**src/hdl/assert_macros.svh**
```systemverilog
// assertion helpers shared by rarm_front and rarm_back
`ifndef ASSERT_MACROS_SVH
`define ASSERT_MACROS_SVH

// implication checked at every rising clock edge outside reset
`define ASSERT_IMPL(label, clk, rst, ante, cons) \
  label: assert property (@(posedge clk) disable iff (rst) (ante) |-> (cons)) \
    else $error("assertion failed");

// next-cycle implication
`define ASSERT_NEXT(label, clk, rst, ante, cons) \
  label: assert property (@(posedge clk) disable iff (rst) (ante) |=> (cons)) \
    else $error("assertion failed");

`endif

```
**src/hdl/rarm_pkg.sv**
```systemverilog
// ---------------------------------------------------------------------------
// rarm_pkg
// shared operation codes for the rational add / multiply / reduce block
// ---------------------------------------------------------------------------
package rarm_pkg;

  localparam logic KIND_MUL = 1'b0;
  localparam logic KIND_ADD = 1'b1;

endpackage

```
**src/hdl/rarm_front.sv**
```systemverilog
// ---------------------------------------------------------------------------
// rarm_front
// accepts items, forms raw numerator and denominator in F_MUL1 and F_MUL2 and
// pushes them into a two-entry queue
// ---------------------------------------------------------------------------
module rarm_front import rarm_pkg::*; #(
  parameter int W = 16
) (
  input  logic                  clk,
  input  logic                  rst,
  input  logic                  in_valid,
  output logic                  in_stall,
  input  logic                  kind,
  input  logic signed [W-1:0]   a_num,
  input  logic signed [W-1:0]   a_den,
  input  logic signed [W-1:0]   b_num,
  input  logic signed [W-1:0]   b_den,
  output logic                  q_valid,
  input  logic                  q_pop,
  output logic signed [2*W:0]   q_num,
  output logic signed [2*W-1:0] q_den
);

  typedef enum logic [3:0] {
    F_IDLE = 4'b0001,
    F_MUL1 = 4'b0010,
    F_MUL2 = 4'b0100,
    F_PUSH = 4'b1000
  } fstate_t;

  fstate_t state;
  logic op;
  logic signed [W-1:0] an, ad, bn, bd;
  logic signed [2*W-1:0] p0, p1;
  logic signed [2*W:0] num;
  logic signed [2*W-1:0] den;

  logic signed [2*W:0]   qn [2];
  logic signed [2*W-1:0] qd [2];
  logic [1:0] cnt;
  logic wp, rp;
  logic push;

  assign in_stall = (state != F_IDLE);
  assign push = (state == F_PUSH) && (cnt != 2'd2);

  always_ff @(posedge clk) begin
    if (rst) begin
      state <= F_IDLE;
    end else begin
      case (state)
        F_IDLE: if (in_valid) state <= F_MUL1;
        F_MUL1: state <= F_MUL2;
        F_MUL2: state <= F_PUSH;
        F_PUSH: if (push) state <= F_IDLE;
        default: state <= F_IDLE;
      endcase
    end
  end

  // straight products in F_MUL1, cross products for add in F_MUL2
  always_ff @(posedge clk) begin
    case (state)
      F_IDLE: if (in_valid) begin
        op <= kind; an <= a_num; ad <= a_den; bn <= b_num; bd <= b_den;
      end
      F_MUL1: begin
        p0 <= an * bn;
        p1 <= ad * bd;
      end
      F_MUL2: begin
        den <= p1;
        if (op == KIND_ADD) begin
          num <= (2*W+1)'(an * bd) + (2*W+1)'(ad * bn);
        end else begin
          num <= (2*W+1)'(p0);
        end
      end
      default: ;
    endcase
  end

  always_ff @(posedge clk) begin
    if (rst) begin
      cnt <= '0; wp <= 1'b0; rp <= 1'b0;
    end else begin
      if (push) wp <= ~wp;
      if (q_pop) rp <= ~rp;
      cnt <= cnt + 2'(push) - 2'(q_pop);
    end
  end

  always_ff @(posedge clk) begin
    if (push) begin
      qn[wp] <= num;
      qd[wp] <= den;
    end
  end

  assign q_valid = (cnt != 2'd0);
  assign q_num = qn[rp];
  assign q_den = qd[rp];

`include "assert_macros.svh"
  `ASSERT_IMPL(a_no_over, clk, rst, cnt == 2'd2, !push)
  `ASSERT_IMPL(a_no_under, clk, rst, q_pop, q_valid)
  `ASSERT_IMPL(a_cnt_max, clk, rst, 1'b1, cnt <= 2'd2)

endmodule

```
**src/hdl/rarm_back.sv**
```systemverilog
// ---------------------------------------------------------------------------
// rarm_back
// binary gcd and two restoring divisions on the raw fraction, if positive
// ---------------------------------------------------------------------------
module rarm_back #(
  parameter int W = 16
) (
  input  logic                  clk,
  input  logic                  rst,
  input  logic                  q_valid,
  output logic                  q_pop,
  input  logic signed [2*W:0]   q_num,
  input  logic signed [2*W-1:0] q_den,
  output logic                  out_valid,
  input  logic                  out_stall,
  output logic signed [2*W:0]   raw_num,
  output logic signed [2*W-1:0] raw_den,
  output logic signed [2*W:0]   reduced_num,
  output logic signed [2*W-1:0] reduced_den
);

  localparam int NW = 2*W + 1;
  localparam int CW = $clog2(NW + 1);

  typedef enum logic [4:0] {
    B_IDLE = 5'b00001,
    B_GCD  = 5'b00010,
    B_DIV  = 5'b00100,
    B_DONE = 5'b01000,
    B_OUT  = 5'b10000
  } bstate_t;

  bstate_t state;
  logic [NW-1:0] x, y, g;
  logic [CW-1:0] sh, cnt;
  // divider working registers: quotient/remainder for num and den in parallel
  logic [NW-1:0] qa, qb, ra, rb;
  logic [NW-1:0] ra_s, rb_s;
  logic positive;

  assign q_pop = (state == B_IDLE) && q_valid;
  assign out_valid = (state == B_OUT);
  assign positive = !q_num[NW-1] && (q_num != '0) && !q_den[2*W-1] && (q_den != '0);
  assign ra_s = {ra[NW-2:0], qa[NW-1]};
  assign rb_s = {rb[NW-2:0], qb[NW-1]};

  always_ff @(posedge clk) begin
    if (rst) begin
      state <= B_IDLE;
    end else begin
      case (state)
        B_IDLE: if (q_valid) state <= positive ? B_GCD : B_OUT;
        B_GCD: if (x == y) state <= B_DIV;
        B_DIV: if (cnt == CW'(NW - 1)) state <= B_DONE;
        B_DONE: state <= B_OUT;
        B_OUT: if (!out_stall) state <= B_IDLE;
        default: state <= B_IDLE;
      endcase
    end
  end

  always_ff @(posedge clk) begin
    case (state)
      B_IDLE: if (q_valid) begin
        raw_num <= q_num;
        raw_den <= q_den;
        reduced_num <= q_num;
        reduced_den <= q_den;
        x <= q_num;
        y <= NW'(q_den);
        sh <= '0;
      end
      // binary gcd, one step a cycle
      B_GCD: begin
        if (x == y) begin
          g <= x << sh;
          cnt <= '0;
          qa <= raw_num; qb <= NW'(raw_den);
          ra <= '0; rb <= '0;
        end else if (!x[0] && !y[0]) begin
          x <= x >> 1; y <= y >> 1; sh <= sh + 1'b1;
        end else if (!x[0]) begin
          x <= x >> 1;
        end else if (!y[0]) begin
          y <= y >> 1;
        end else if (x > y) begin
          x <= (x - y) >> 1;
        end else begin
          y <= (y - x) >> 1;
        end
      end
      // restoring division, one quotient bit a cycle
      B_DIV: begin
        cnt <= cnt + 1'b1;
        if (ra_s >= g) begin
          ra <= ra_s - g; qa <= {qa[NW-2:0], 1'b1};
        end else begin
          ra <= ra_s; qa <= {qa[NW-2:0], 1'b0};
        end
        if (rb_s >= g) begin
          rb <= rb_s - g; qb <= {qb[NW-2:0], 1'b1};
        end else begin
          rb <= rb_s; qb <= {qb[NW-2:0], 1'b0};
        end
      end
      B_DONE: begin
        reduced_num <= qa;
        reduced_den <= qb[2*W-1:0];
      end
      default: ;
    endcase
  end

`include "assert_macros.svh"
  `ASSERT_NEXT(a_hold, clk, rst, out_valid && out_stall, out_valid && $stable(reduced_num))
  `ASSERT_IMPL(a_gcd_nz, clk, rst, state == B_DIV, g != '0)
  `ASSERT_NEXT(a_pop_leaves, clk, rst, q_pop, state != B_IDLE)

endmodule

```
**src/hdl/rational_add_multiply_reduce_top.sv**
```systemverilog
// ---------------------------------------------------------------------------
// rational_add_multiply_reduce_top
// rational add or multiply with gcd reduction of the result
// ---------------------------------------------------------------------------
// the back part takes one item at a time: a binary gcd, then a restoring divider, one step a cycle each
// non-positive fractions skip reduction
// the front accepts the next item while the back works (two-entry queue)
// reset is synchronous and clears all control state
module rational_add_multiply_reduce_top import rarm_pkg::*; #(
  parameter int OPERAND_WIDTH = 16
) (
  input  logic                              clk,
  input  logic                              rst,
  input  logic                              in_valid,
  output logic                              in_stall,
  input  logic                              kind,
  input  logic signed [OPERAND_WIDTH-1:0]   a_num,
  input  logic signed [OPERAND_WIDTH-1:0]   a_den,
  input  logic signed [OPERAND_WIDTH-1:0]   b_num,
  input  logic signed [OPERAND_WIDTH-1:0]   b_den,
  output logic                              out_valid,
  input  logic                              out_stall,
  output logic signed [2*OPERAND_WIDTH:0]   raw_num,
  output logic signed [2*OPERAND_WIDTH-1:0] raw_den,
  output logic signed [2*OPERAND_WIDTH:0]   reduced_num,
  output logic signed [2*OPERAND_WIDTH-1:0] reduced_den
);

  logic q_valid, q_pop;
  logic signed [2*OPERAND_WIDTH:0]   q_num;
  logic signed [2*OPERAND_WIDTH-1:0] q_den;

  rarm_front #(.W(OPERAND_WIDTH)) u_front (
    .clk, .rst, .in_valid, .in_stall, .kind, .a_num, .a_den, .b_num, .b_den,
    .q_valid, .q_pop, .q_num, .q_den
  );

  rarm_back #(.W(OPERAND_WIDTH)) u_back (
    .clk, .rst, .q_valid, .q_pop, .q_num, .q_den,
    .out_valid, .out_stall, .raw_num, .raw_den, .reduced_num, .reduced_den
  );

endmodule

```
**config.mk**
```make
export PLATFORM = sky130hd
export DESIGN_NAME = rational_add_multiply_reduce_top
export DESIGN_NICKNAME = d
export VERILOG_FILES = /design/src/hdl/rarm_pkg.sv /design/src/hdl/rarm_front.sv /design/src/hdl/rarm_back.sv /design/src/hdl/rational_add_multiply_reduce_top.sv
export VERILOG_INCLUDE_DIRS = /design/src /design/src/hdl
export SDC_FILE = /design/constraint.sdc
export NUM_CORES = 2
export LEC_CHECK = 0
export BUFFER_PORTS_ARGS = -buffer_cell sky130_fd_sc_hd__buf_2
export CAP_MARGIN = 20
export CORE_ASPECT_RATIO = 1.25
export CORE_MARGIN = 2
export CORE_UTILIZATION = 59
export DETAILED_ROUTE_END_ITERATION = 8
export PLACE_DENSITY = 0.82
export SYNTH_ARGS = -nofsm -noshare
export SYNTH_HDL_FRONTEND = slang
export SYNTH_SLANG_ARGS = --single-unit
```
**constraint.sdc**
```tcl
create_clock -name clk -period 12.2 [get_ports clk]
set_clock_uncertainty 0.05 [all_clocks]
set_input_delay 1.83 -clock clk [delete_from_list [all_inputs] [get_ports clk]]
set_output_delay 1.83 -clock clk [all_outputs]
set_load 0.05 [all_outputs]
```
# After elaboration in Yosys (flattened, before gate mapping)
# Memories as Yosys holds them, arrays and structs flattened. A register that Yosys moved wholly into a read port is not among the register bits.
# Index checks and enable logic that the tools add are counted.
# W data, S select, Z words.
classes:
  n_reduce_logical: 28
  mul: 4
  n_shift: 1
  n_lt_le_gt_ge: 3
  n_eq_ne: 25
  bitwise: 2
  add_sub_neg: 9
  mux: 50
op_table:
  columns: ["cell", "count"]
  rows:
  - ["$mux W33", 15]
  - ["$pmux W33 S2", 5]
  - ["$pmux W32 S2", 3]
  - ["$mul A16 B16 Y32", 4]
  - ["$mux W32", 4]
  - ["$ge A33 B33 Y1", 2]
  - ["$sub A33 B33 Y33", 2]
  - ["$sub A32 B32 Y32", 2]
  - ["$add A33 B33 Y33", 1]
  - ["$eq A33 B33 Y1", 1]
  - ["$gt A33 B33 Y1", 1]
  - ["$reduce_bool A33 Y1", 1]
  - ["$shl A33 B6 Y33", 1]
  - ["$reduce_bool A32 Y1", 1]
  - ["$mux W5", 5]
  - ["$pmux W5 S5", 1]
  - ["$mux W6", 4]
  - ["$pmux W6 S2", 2]
  - ["$pmux W4 S4", 1]
  - ["$add A6 B1 Y6 const B", 2]
  - ["$ne A4 B4 Y1 const B", 3]
  - ["$reduce_and A2 Y1", 6]
  - ["$reduce_and A4 Y1", 3]
  - ["$ne A2 B1 Y1 const B", 5]
  - ["23 further kinds", 47]
totals:
  mem_bits_rw: 130
  memories: 2
  regBits: 578
  out_inout_bits: 132
mem_list:
  columns: ["name", "words", "width", "rd", "rd_clocked_by_memory_dff", "wr", "line", "rtl"]
  rows:
  - ["u_front.qn", 2, 33, 1, 1, 1, "rarm_front.sv:38", "logic signed [2*W:0] qn [2];"]
  - ["u_front.qd", 2, 32, 1, 1, 1, "rarm_front.sv:39", "logic signed [2*W-1:0] qd [2];"]

# Logic depth before layout (Yosys ltp)
depth:
  word_depth: 7
  depth_mapped: 35
  mapped_depth_nobuf: 34

# By module
# From an unflattened synthesis, not the netlist that was laid out.
unflattened:
  cells_unflattened: 7301
  hier_area_um2: 75587.5
modules_own_cells:
  columns: ["module", "cells_each", "area_each_um2", "instances"]
  rows:
  - ["rarm_front", 4806, 50893.8, 1]
  - ["rarm_back", 2495, 24693.7, 1]

# Least setup slack after synthesis
# Ideal clock, no wire load.
synth_timing:
  path_type: "flip-flop to flip-flop"
  start: "register u_back.x[16]"
  end: "register u_back.cnt[0] (enable)"
  t_arrival_ps: 11348
  required_time_ps: 11331
  path_slack_ps: -17
  setup_time_ps: 819
  path_stages_with_launch: 8
  path_buffers: 1
  cell_sequence: "edfxtp_1 > ha_1 > clkbuf_1 > nand4_1 > nor2_1 > nand4_1 > or4_1 > o21ai_0"
synth_via:
  elab_chain_cells: 3
synth_lines:
  columns: ["item", "line", "rtl"]
  rows:
  - ["start: declaration", "rarm_back.sv:34", "logic [NW-1:0] x, y, g;"]
  - ["start signal: assignment", "rarm_back.sv:69", "x <= q_num;"]
  - ["start signal: assignment", "rarm_back.sv:81", "x <= x >> 1; y <= y >> 1; sh <= sh + 1'b1;"]
  - ["start signal: assignment", "rarm_back.sv:83", "x <= x >> 1;"]
  - ["$eq A33 B33 Y1", "rarm_back.sv:75", "if (x == y) begin"]
  - ["$ne A2 B1 Y1 (no source line)", null, null]
  - ["$reduce_and A2 Y1 (no source line)", null, null]
  - ["end signal: assignment", "rarm_back.sv:94", "cnt <= cnt + 1'b1;"]
  - ["end: declaration", "rarm_back.sv:35", "logic [CW-1:0] sh, cnt;"]
# No other way between the ends.
# A chain may end at the register's enable or synchronous reset.

# Final worst setup path
layout_timing:
  start: "register u_front.an[9]"
  end: "register u_front.num[30], data pin"
layout_via:
  elab_chain_cells: 3
layout_lines:
  columns: ["item", "line", "rtl"]
  rows:
  - ["start: declaration", "rarm_front.sv:33", "logic signed [W-1:0] an, ad, bn, bd;"]
  - ["start signal: assignment", "rarm_front.sv:65", "op <= kind; an <= a_num; ad <= a_den; bn <= b_num; bd <= b_den;"]
  - ["$mul A16 B16 Y32", "rarm_front.sv:74", "num <= (2*W+1)'(an * bd) + (2*W+1)'(ad * bn);"]
  - ["$add A33 B33 Y33", "rarm_front.sv:74", null]
  - ["$mux W33", "rarm_front.sv:73", "if (op == KIND_ADD) begin"]
  - ["end signal: assignment", "rarm_front.sv:74", null]
  - ["end signal: assignment", "rarm_front.sv:76", "num <= (2*W+1)'(p0);"]
  - ["end: declaration", "rarm_front.sv:35", "logic signed [2*W:0] num;"]
# No other way between the ends.

==> results.sh <==
export IMPL_cts_resized=0
export IMPL_finalCritPeriodShare_pct=74.14
export IMPL_synth_edf_count=695
export IMPL_vias_per_cell=5.816
export IMPL_post_cts_setup_buffers=0
export IMPL_die_w_um=324.6
export IMPL_core_mm2=0.1280
export IMPL_setup_viol=0
export IMPL_ys_seq_area_share_pct=27.90
export IMPL_ys_types=107
export IMPL_synth_ff_type="edfxtp_1"
export IMPL_endpoint_kind="flip-flop"
export IMPL_root_buffer="clkbuf_16"
export IMPL_synthAdderAreaFrac_pct=36.03
export IMPL_criticalPathCategory="reg -> reg"
export IMPL_outcome="complete, no violations"
export IMPL_clk_pin_slew_ps=70
export IMPL_rows=147
export IMPL_tightest_slew_ps=1145
export IMPL_ant_nets=0
export IMPL_diodes=0
export IMPL_synth_seq_cells=709
export IMPL_drive_gt1_share_pct=7.446
export IMPL_synth_xor_area_share_pct=3.409
export IMPL_ctsHoldBuffers=0
export IMPL_synth_area_mm2=0.07580
export IMPL_vias=54570
export IMPL_start_util_pct=59.21
export IMPL_fin_nets=9225
export IMPL_slew_headroom_pct=23.69
export IMPL_crit_top_cell="fa_1"
export IMPL_synth_nets=9166
export IMPL_ctsHtreeMaxLevel=3
export IMPL_fin_crit_ps=9045
export IMPL_clock_sinks=709
export IMPL_drv_cap=0
export IMPL_ys_async_sr_fraction_pct=0
export IMPL_grt_usage_pct=30.57
export IMPL_die_h_um=404.7
export IMPL_cp_slowest_cell="edfxtp_1"
export IMPL_routedWlPerCell_um=21.07
export IMPL_synth_compound_area_share_pct=8.451
export IMPL_grt_pass1_wl_mm=311.5
export IMPL_first_iter_violations=4486
export IMPL_yosys_warnings=0
export IMPL_synth_top_family_by_area="adder cells"
export IMPL_drv_slew=0
export IMPL_netlist_instances=7546
export IMPL_place_gp_congestion=0.9710
export IMPL_grt_overflow=0
export IMPL_slowest_delay_ps=760
export IMPL_die_area_mm2=0.1314
export IMPL_startpoint_type="flip-flop"
export IMPL_worstPathArrival_ps=9480
export IMPL_drc_errors=0
export IMPL_avgSynthCellArea_um2=10.05
export IMPL_cts_tree="done"
export IMPL_syn_to_final_growth_pct=7.177
export IMPL_tns_ps=0
export IMPL_min_path_type="reg -> reg"
export IMPL_hold_viol=0
export IMPL_port_buffers=200
export IMPL_cts_inserted_buffers=78
export IMPL_first_pass_iters=7
export IMPL_max_freq_mhz=110.6
export IMPL_routed_wl_mm=197.7
export IMPL_ioPinCount=201
export IMPL_worst_skew_pair_late_latency_ps=740
export IMPL_rsz0062_at_grt="false"
export IMPL_cts_max_path_buffers=3
export IMPL_worstPathRequired_ps=12630
export IMPL_first_global_vias=58360
export IMPL_muxShareOfSynthArea_pct=2.476
export IMPL_grt_max_degree=137
export IMPL_antenna_found_initial=6
export IMPL_cp_max_fo=17
export IMPL_yosys_area_share_simple_pct=13.24
export IMPL_place_hpwl_mm=150.6
worst paths after layout:
check / slack (ps) / endpoint / depth (start not counted) / startpoint
setup / recovery: 3150 / u_front.num[30] / 30 / u_front.an[9]
hold / removal: 350 / u_front.den[1] / 0 / u_front.p1[1]
setup reg to reg: 3150 / u_front.num[30] / 30 / u_front.an[9]
hold reg to reg: 350 / u_front.den[1] / 0 / u_front.p1[1]
state kept, by name, summed over array words and instances (netlist names), 33 cells and up, named ones only:
name                flops
u_front.qn             66
u_front.qd             64
u_back.x               33
u_back.y               33
u_front.num            33
u_back.reduced_num     33
u_back.raw_num         33
u_back.qb              33
u_back.qa              33
u_back.g               33
routing by layer:
layer	GRT usage (%)	part of all wire, %
met1	34.15	34
met2	53.27	51
met3	4.108	6.3
met4	23.27	8.7
met5	0	0.0081
cell usage in the layout (no fill, tap or decap), types with 13 or more instances in the layout:
cell          n
nor4_1       14
o21a_1       36
clkinv_2     14
a211oi_1     21
clkbuf_16    79
o211ai_1     14
inv_1      1353
and3_1       17
and2_1      455
clkbuf_1     15
nand2_1     942
mux4_2       16
a221oi_1     29
mux2i_1     102
edfxtp_1    695
o21ai_1      20
a22oi_1      29
o21bai_1     47
nand4_1      46
buf_4       111
buf_2       200
a21oi_1     353
o21ai_0     148
xnor2_1     220
fa_1       1053
or3_1        14
mux2_2       42
dfxtp_1      13
a21o_1      123
nor3_1       36
nand2b_1     66
nand3_1      55
a31oi_1      33
xor2_1       75
nor2_1      400
ha_1        498
nor2b_1      38
critical path: cells and delay by family, from the launching register on:
kind	cells	cell delay, ps
AND/OR/NAND/NOR	4	510
multiplexers	1	260
AO/OA/AOI/OAI	13	2860
buffers and inverters	2	420
flip-flops	1	760
XOR/XNOR	2	180
adder cells (fa/ha/maj)	8	3720
stage by stage:
step / worst slack, ps / util (%) / instances / cell area, µm² / hold WS (ps)
6_report: 3155 / 63.46 / 9382 / 81240 / 351.5
5_1_grt: 2761 / 63.46 / 9382 / 81240 / 376.3
4_1_cts: 3086 / 63.35 / 9376 / 81100 / 358.1
3_5_place_dp: 3144 / 61.33 / 9232 / 78510 / 356.2
3_3_place_gp: 3274 / 61.32 / 9231 / 78500 / 350.9
2_1_floorplan: 3652 / - / 7546 / 75800 / 350.3
cell families (layout without fill, tap and decap cells):
family | Yosys count | in the layout
flops | 709 | 709
buf+inv | 1697 | 1820
xor+xnor | 295 | 295
mux | 162 | 162
compound gates | 989 | 989
fa+ha+maj | 1551 | 1551
simple gates | 2143 | 2143
final cells by class:
cell class                 instances  area [µm²]
inverter                        1358        5099
timing repair buffer             318        1994
clock buffer                      95        2047
fill                           10080       46770
multi-input combinational       5140       48260
tap                             1713        2143
clock inverter                    49       544.3
sequential                       709       21150
Yosys cell counts (all sizes together), types with 39 or more instances:
cell type	n	area, µm²
a21o	123	923.4
a21oi	357	1802
and2	459	2874
buf	45	235.2
clkbuf	294	1104
edfxtp	695	20870
fa	1053	21080
ha	498	6231
inv	1356	5090
mux2	44	495.5
mux2i	102	1021
nand2	943	3540
nand2b	66	412.9
nand3	57	290.3
nand4	46	287.8
nor2	403	1523
nor2b	39	244.0
nor3	39	210.2
o21ai	170	854.6
o21bai	48	364.1
xnor2	220	1927
xor2	75	656.9
Power is left out: the tool's default activity adds up to more than one toggle a clock period on the data nets, which glitch-free logic cannot reach.
